### src/rtl/srdf_pkg.sv
// shared types and constants of the signed radix digit formatter
package srdf_pkg;

    // character codes
    localparam logic [7:0] SYM_PLUS  = 8'h2B;
    localparam logic [7:0] SYM_MINUS = 8'h2D;

    // field and register widths
    localparam int SYMBOL_W   = 8;
    localparam int DIGIT_W    = 4;
    localparam int BASE_W     = 5;
    localparam int CFG_IDX_W  = 2;
    localparam int CFG_DATA_W = 64;
    localparam int ALPHA_SYMS = 16;

    // quotient bits resolved per divider cycle
    localparam int STEP_BITS = 4;

    // smallest usable radix
    localparam logic [BASE_W-1:0] MIN_RADIX = 5'd2;

    // configuration register indexes
    typedef enum logic [CFG_IDX_W-1:0] {
        CFG_BASE_LENGTH   = 2'd0,
        CFG_ALPHABET_LOW  = 2'd1,
        CFG_ALPHABET_HIGH = 2'd2
    } t_cfg_index;

endpackage

### src/rtl/srdf_div_step.sv
// shared divider slice: several restoring steps of division by a small radix
module srdf_div_step (
    input  logic [srdf_pkg::DIGIT_W-1:0]   i_rem,
    input  logic [srdf_pkg::STEP_BITS-1:0] i_bits,
    input  logic [srdf_pkg::BASE_W-1:0]    i_radix,
    output logic [srdf_pkg::DIGIT_W-1:0]   o_rem,
    output logic [srdf_pkg::STEP_BITS-1:0] o_quot
);
    import srdf_pkg::*;

    logic [BASE_W-1:0]  w_acc;
    logic [DIGIT_W-1:0] w_rem;

    // shift one dividend bit into the remainder, subtract radix when it fits
    always_comb begin
        w_rem  = i_rem;
        w_acc  = '0;
        o_quot = '0;
        for (int b = STEP_BITS - 1; b >= 0; b--) begin
            w_acc = {w_rem, i_bits[b]};
            if (w_acc >= i_radix) begin
                o_quot[b] = 1'b1;
                w_acc     = w_acc - i_radix;
            end
            w_rem = w_acc[DIGIT_W-1:0];
        end
        o_rem = w_rem;
    end

endmodule

### src/rtl/signed_radix_digit_formatter.sv
// top level: signed integer to text in a configured radix and alphabet
//
//  channel | direction | handshake                  | payload
//  --------+-----------+----------------------------+-----------------------------
//  in      | in        | i_in_valid / o_in_stall    | i_value
//  out     | out       | o_out_valid / i_out_stall  | o_symbol, o_last_symbol
//  cfg     | in        | i_cfg_valid / o_cfg_ready  | i_cfg_index, i_cfg_data
//
// one value at a time: an alphabet scan of the base_length symbols in use, then one
// shared divider slice at STEP_BITS quotient bits a cycle, then one symbol at a time.
// o_in_stall is high from acceptance until the last symbol is loaded for output or the
// scan finds a bad alphabet; a value taken with an unusable radix never raises it.
// synchronous active-low reset clears control state and all three registers.
// output stalls hold the current symbol and pause the pop sequence.
module signed_radix_digit_formatter #(
    parameter int MAX_BASE   = 16,
    parameter int VALUE_BITS = 32
) (
    input  logic                               i_clk,
    input  logic                               i_rst_n,
    input  logic                               i_in_valid,
    output logic                               o_in_stall,
    input  logic signed [VALUE_BITS-1:0]       i_value,
    output logic                               o_out_valid,
    input  logic                               i_out_stall,
    output logic [srdf_pkg::SYMBOL_W-1:0]      o_symbol,
    output logic                               o_last_symbol,
    input  logic                               i_cfg_valid,
    output logic                               o_cfg_ready,
    input  logic [srdf_pkg::CFG_IDX_W-1:0]     i_cfg_index,
    input  logic [srdf_pkg::CFG_DATA_W-1:0]    i_cfg_data
);
    import srdf_pkg::*;

    localparam int STEPS      = (VALUE_BITS + STEP_BITS - 1) / STEP_BITS;
    localparam int PAD_BITS   = STEPS * STEP_BITS;
    localparam int STEP_CNT_W = (STEPS > 1) ? $clog2(STEPS) : 1;
    localparam int COUNT_W    = $clog2(VALUE_BITS + 1);
    localparam int STACK_W    = VALUE_BITS * DIGIT_W;
    localparam int ALPHA_W    = ALPHA_SYMS * SYMBOL_W;

    typedef enum logic [2:0] {
        S_IDLE,
        S_CHECK,
        S_DIV,
        S_SIGN,
        S_POP
    } t_state;

    t_state                  r_state;
    logic [BASE_W-1:0]       r_base_length;
    logic [CFG_DATA_W-1:0]   r_alpha_low;
    logic [CFG_DATA_W-1:0]   r_alpha_high;
    logic                    r_neg;
    logic [PAD_BITS-1:0]     r_work;
    logic [DIGIT_W-1:0]      r_rem;
    logic [STEP_CNT_W-1:0]   r_step;
    logic [DIGIT_W-1:0]      r_idx;
    logic [STACK_W-1:0]      r_stack;
    logic [COUNT_W-1:0]      r_count;
    logic                    r_out_valid;
    logic [SYMBOL_W-1:0]     r_symbol;
    logic                    r_last;

    logic [ALPHA_W-1:0]      w_alpha;
    logic [VALUE_BITS-1:0]   w_mag;
    logic                    w_radix_ok;
    logic [SYMBOL_W-1:0]     w_sym_i;
    logic                    w_bad;
    logic                    w_idx_last;
    logic [DIGIT_W-1:0]      w_rem_next;
    logic [STEP_BITS-1:0]    w_qbits;
    logic [PAD_BITS-1:0]     w_work_next;
    logic                    w_out_free;

    assign w_alpha     = {r_alpha_high, r_alpha_low};
    assign w_out_free  = !r_out_valid || !i_out_stall;
    assign o_in_stall  = (r_state != S_IDLE);
    assign o_out_valid = r_out_valid;
    assign o_symbol    = r_symbol;
    assign o_last_symbol = r_last;
    assign o_cfg_ready = 1'b1;

    // magnitude in unsigned form, most negative value included
    assign w_mag = i_value[VALUE_BITS-1] ? (~i_value + 1'b1) : i_value;

    assign w_radix_ok = (r_base_length >= MIN_RADIX)
                     && (r_base_length <= BASE_W'(MAX_BASE));

    // alphabet scan: symbol r_idx against sign codes and every later symbol in use
    assign w_sym_i    = w_alpha[r_idx*SYMBOL_W +: SYMBOL_W];
    assign w_idx_last = (({1'b0, r_idx} + 1'b1) == r_base_length);

    always_comb begin
        w_bad = (w_sym_i == SYM_PLUS) || (w_sym_i == SYM_MINUS);
        for (int j = 0; j < ALPHA_SYMS; j++) begin
            if ((DIGIT_W'(j) > r_idx) && (BASE_W'(j) < r_base_length)
                    && (w_alpha[j*SYMBOL_W +: SYMBOL_W] == w_sym_i)) begin
                w_bad = 1'b1;
            end
        end
    end

    // shared divider slice
    srdf_div_step u_div (
        .i_rem   (r_rem),
        .i_bits  (r_work[PAD_BITS-1 -: STEP_BITS]),
        .i_radix (r_base_length),
        .o_rem   (w_rem_next),
        .o_quot  (w_qbits)
    );

    assign w_work_next = {r_work[PAD_BITS-STEP_BITS-1:0], w_qbits};

    // sequencer, configuration registers and output register
    always_ff @(posedge i_clk) begin
        if (!i_rst_n) begin
            r_state       <= S_IDLE;
            r_base_length <= '0;
            r_alpha_low   <= '0;
            r_alpha_high  <= '0;
            r_count       <= '0;
            r_out_valid   <= 1'b0;
        end else begin
            if (i_cfg_valid) begin
                unique case (i_cfg_index)
                    CFG_BASE_LENGTH:   r_base_length <= i_cfg_data[BASE_W-1:0];
                    CFG_ALPHABET_LOW:  r_alpha_low   <= i_cfg_data;
                    CFG_ALPHABET_HIGH: r_alpha_high  <= i_cfg_data;
                    default: ;
                endcase
            end

            // taken beat empties the output unless a new symbol is loaded below
            if (w_out_free && (r_state != S_SIGN) && (r_state != S_POP)) begin
                r_out_valid <= 1'b0;
            end

            unique case (r_state)
                S_IDLE: begin
                    if (i_in_valid) begin
                        r_neg  <= i_value[VALUE_BITS-1];
                        r_work <= PAD_BITS'(w_mag);
                        r_idx  <= '0;
                        if (w_radix_ok) begin
                            r_state <= S_CHECK;
                        end
                    end
                end
                S_CHECK: begin
                    if (w_bad) begin
                        r_state <= S_IDLE;
                    end else if (w_idx_last) begin
                        r_state <= S_DIV;
                        r_rem   <= '0;
                        r_step  <= '0;
                        r_count <= '0;
                    end else begin
                        r_idx <= r_idx + 1'b1;
                    end
                end
                S_DIV: begin
                    r_work <= w_work_next;
                    // digit complete: push remainder, stop on zero quotient
                    if (r_step == STEP_CNT_W'(STEPS - 1)) begin
                        r_step  <= '0;
                        r_rem   <= '0;
                        r_stack <= {r_stack[STACK_W-DIGIT_W-1:0], w_rem_next};
                        r_count <= r_count + 1'b1;
                        if (w_work_next == '0) begin
                            r_state <= r_neg ? S_SIGN : S_POP;
                        end
                    end else begin
                        r_rem  <= w_rem_next;
                        r_step <= r_step + 1'b1;
                    end
                end
                S_SIGN: begin
                    if (w_out_free) begin
                        r_out_valid <= 1'b1;
                        r_symbol    <= SYM_MINUS;
                        r_last      <= (r_count == '0);
                        r_state     <= S_POP;
                    end
                end
                S_POP: begin
                    // most significant digit sits at the bottom of the stack
                    if (w_out_free) begin
                        r_out_valid <= 1'b1;
                        r_symbol    <= w_alpha[r_stack[DIGIT_W-1:0]*SYMBOL_W +: SYMBOL_W];
                        r_last      <= (r_count == COUNT_W'(1));
                        r_stack     <= {DIGIT_W'(0), r_stack[STACK_W-1:DIGIT_W]};
                        r_count     <= r_count - 1'b1;
                        if (r_count == COUNT_W'(1)) begin
                            r_state <= S_IDLE;
                        end
                    end
                end
                default: r_state <= S_IDLE;
            endcase
        end
    end

endmodule

### config.mk
export PLATFORM = sky130hd
export DESIGN_NAME = signed_radix_digit_formatter
export DESIGN_NICKNAME = d
export VERILOG_FILES = /design/src/rtl/srdf_pkg.sv /design/src/rtl/srdf_div_step.sv /design/src/rtl/signed_radix_digit_formatter.sv
export SDC_FILE = /design/constraint.sdc
export NUM_CORES = 1
export LEC_CHECK = 0
export BUFFER_PORTS_ARGS = -buffer_cell sky130_fd_sc_hd__buf_2
export CORE_MARGIN = 5
export CORE_UTILIZATION = 55
export CTS_CLUSTER_DIAMETER = 30
export DETAILED_ROUTE_END_ITERATION = 7
export GPL_TIMING_DRIVEN = 0
export PLACE_DENSITY_LB_ADDON = 0.05
export SLEW_MARGIN = 10
export SYNTH_ARGS = -nofsm -noshare
export SYNTH_HDL_FRONTEND = slang
export SYNTH_HIERARCHICAL = 1
export SYNTH_SLANG_ARGS = --single-unit
### constraint.sdc
create_clock -name i_clk -period 6.5 [get_ports i_clk]
set_input_delay 0.975 -clock i_clk [delete_from_list [all_inputs] [get_ports i_clk]]
set_output_delay 0.975 -clock i_clk [all_outputs]
set_load 0.03 [all_outputs]
==> impl_metrics.tcl <==
set metrics [dict create \
    syn_inst 2029 \
    ys_seq_area_share_pct 43.7 \
    crit_slowest_cell "edfxtp_1" \
    multi_input_area_mm2 0.0102 \
    highest_layer "met4" \
    drt_first_pass_iters 7 \
    ys_seq_elements 324 \
    total_power_w 0.00792 \
    cp.arrival_ns 6.80 \
    cts_max_path_buffers 3 \
    min_period_ns 6.29 \
    wire_per_inst_um 21.8 \
    worst_path_most_repeated_cell "buf_6" \
    cts_root_buf "clkbuf_16" \
    cp-start-kind "flip-flop" \
    period_share_pct 96.8 \
    met1_length_um 24800 \
    cp-end-kind "flip-flop" \
    min-delay-start "r_alpha_low[2]" \
    clock-skew-final_ns 0.0179 \
    hold_viol 0 \
    clock.fmax_mhz 159 \
    port-buffer-count 112 \
    yosys_warnings 6 \
    area.growth.synth_to_final_pct 22.1 \
    cp_data_required_time_ns 7.01 \
    synth_top_area_share_pct 28.6 \
    cts_tree "yes" \
    fin_nets 2377 \
    ios 115 \
    post-synth-top-area-cell "edfxtp_1" \
    pwr_density_cell_mw_per_mm2 342 \
    stdcell_count 2753 \
    clock-sinks 324 \
    synth_area_per_cell_um2 9.36 \
    grt_pass1_wl_um 91600 \
    drtIter0Drc 1480 \
    leakagePower_nw 8.98 \
    run_status "complete, but fails checks" \
    setup_violations 0 \
    diodes 0 \
    worstMarginPinSlew_ns 1.19 \
    synthesis.nets 2167 \
    dp_hpwl_um 43900 \
    hold_class "flip-flop to flip-flop" \
    slew_headroom_pct 20.8 \
    crit_start "r_rem[1]" \
    grt_max_degree 55 \
    met2_length_um 28500 \
    netlist_area_mm2 0.0190 \
    clk_pin_slew_ns 0.05 \
    netlist_top_cells_count "708 x nand2_1, 181 x edfxtp_1, 143 x dfxtp_1" \
    async_flop_share_pct 0 \
    placed_cells 2598 \
    drv_slew 0 \
    vias_per_cell 5.95 \
    cts_made_buffers 73 \
    htreeDepth 3 \
    ir_worst_vdd_uv 432 \
    synthTopCellsByArea "edfxtp_1 29%, dfxtp_1 15%, nand2_1 14%" \
    grt.overflow.total 0 \
    vias 16400 \
    critPathMaxFanout 7 \
    max_cap_violations 0 \
    ant_nets 0 \
    die_h_um 196 \
    coreArea_mm2 0.0343 \
    violations "DRC" \
    initial_core_util_pct 55.4 \
    r2r-start "r_rem[1]" \
    synth_most_common_cell "nand2_1" \
    clk_latency_ns 0.58 \
    die_x_um 196 \
    slowest_delay_ns 0.43 \
    drive_above_1_share_pct 18.6 \
    seq_area_mm2 0.00831 \
    gp_congestion 0.999 \
    die-area_mm2 0.0383 \
    drt-total-wl_um 60100 \
    grt_use_total_pct 30.6 \
    dr_wl_met3_um 4660 \
    worstSetupPathType "flip-flop to flip-flop" \
    synth_edf_count 181 \
    synth.distinct_cells 84 \
    first_global_vias 16200 \
    drc_errors 1 \
    fill_cells 2731 \
    synth_flop_cell "edfxtp_1" \
    row_count 68 \
    antenna_found_initial 0 \
]
-- critical path, delay by kind of cell, from the launching register on --
family,cells,cell delay (ns)
compound gates,16,2.11
simple gates,8,1.47
fa+ha+maj,4,1.25
buf+inv,6,0.68
flops,1,0.43
mux,1,0.26
-- path summary, 6_finish.rpt --
path                            slack, ns              to  depth (start not counted)
worst max-delay path                 0.21      r_state[0]                         35
worst min-delay path                 0.49  r_alpha_low[2]                          2
worst max register to register       0.21      r_state[0]                         35
worst min register to register       0.49  r_alpha_low[2]                          2
-- where the power goes --
| group | leakage, nW | switching, W | internal [W] |
|---|---|---|---|
| Sequential | 2.82 | 0.0000853 | 0.00229 |
| Clock | 1.24 | 0.00123 | 0.00256 |
| Combinational | 4.93 | 0.00104 | 0.000716 |
| Total | 8.98 | 0.00235 | 0.00557 |
-- cell usage in the layout (no fill, tap or decap), drive strengths merged, types with 7 or more instances in the layout --
cell,instances
a21boi,129
a21o,8
a21oi,27
a22oi,16
a31oi,11
and2,19
and3,8
buf,174
bufinv,10
clkbuf,179
clkinv,23
clkinvlp,7
dfxtp,143
edfxtp,181
ha,31
inv,39
mux2i,31
mux4,62
nand2,712
nand2b,17
nand3,31
nand4,13
nor2,33
nor2b,18
nor3,20
nor4,22
o2111ai,9
o21ai,62
o22ai,7
o31ai,10
or3,9
or4,8
xnor2,59
xor2,94
-- through the flow --
step	TNS [ns]	hold WS, ns	area, um2	worst slack, ns	utilization (%)
3_5_place_dp	-3.40	0.482	20200	-1.02	58.9
2_1_floorplan	0	0.449	19000	0.294	-
3_3_place_gp	-3.93	0.475	20100	-0.891	58.7
5_1_grt	-0.155	0.522	23200	-0.138	67.6
4_1_cts	0	0.489	22900	0.0908	66.7
6_report	0	0.490	23200	0.209	67.6
-- flip-flops by register name (all words and copies together) (netlist names) --
| signal | cells |
|---|---|
| r_base_length | 5 |
| r_count | 6 |
| r_alpha_high | 64 |
| r_rem | 4 |
| o_out_valid | 1 |
| r_idx | 4 |
| o_last_symbol | 1 |
| r_neg | 1 |
| r_state | 3 |
| r_alpha_low | 64 |
| r_work | 32 |
| r_stack | 128 |
| o_symbol | 8 |
| r_step | 3 |
-- cell families (layout without fill, tap and decap cells) --
| logic type | Yosys count | in the layout | synth area share, % |
|---|---|---|---|
| xor+xnor | 153 | 153 | 7.06 |
| compound gates | 324 | 324 | 12.4 |
| other cells | 1 | 1 | 0.0197 |
| fa+ha+maj | 35 | 35 | 2.46 |
| flops | 324 | 324 | 43.7 |
| mux | 99 | 99 | 9.46 |
| buf+inv | 163 | 432 | 4.01 |
| simple gates | 930 | 930 | 20.8 |
-- per-layer routing --
layer,GRT usage (%),vias to the layer above
met5,0,-
met4,10.7,0
met3,6.41,148
met2,50.6,695
met1,40.3,8020
li1,-,7519
-- what timing repair did --
| item | CTS | global route |
|---|---|---|
| cloned | 0 | 1 |
| setup endpoints to repair | 9 | 3 |
| pin swaps | 5 | 18 |
| gates resized for setup | 22 | 47 |
| hold buffers | 0 | 0 |
| setup buffers | 8 | 12 |
-- cell type report --
cell class	instances	share of cell area, %
multi-input cells	1542	44.0
flip-flops and latches	324	35.9
clock buffers	84	8.37
repair buffers	135	3.34
plain buffers	134	2.88
clock inverters	50	2.63
well taps	455	2.46
inverters	29	0.497
(Power assumes the default switching activity.)
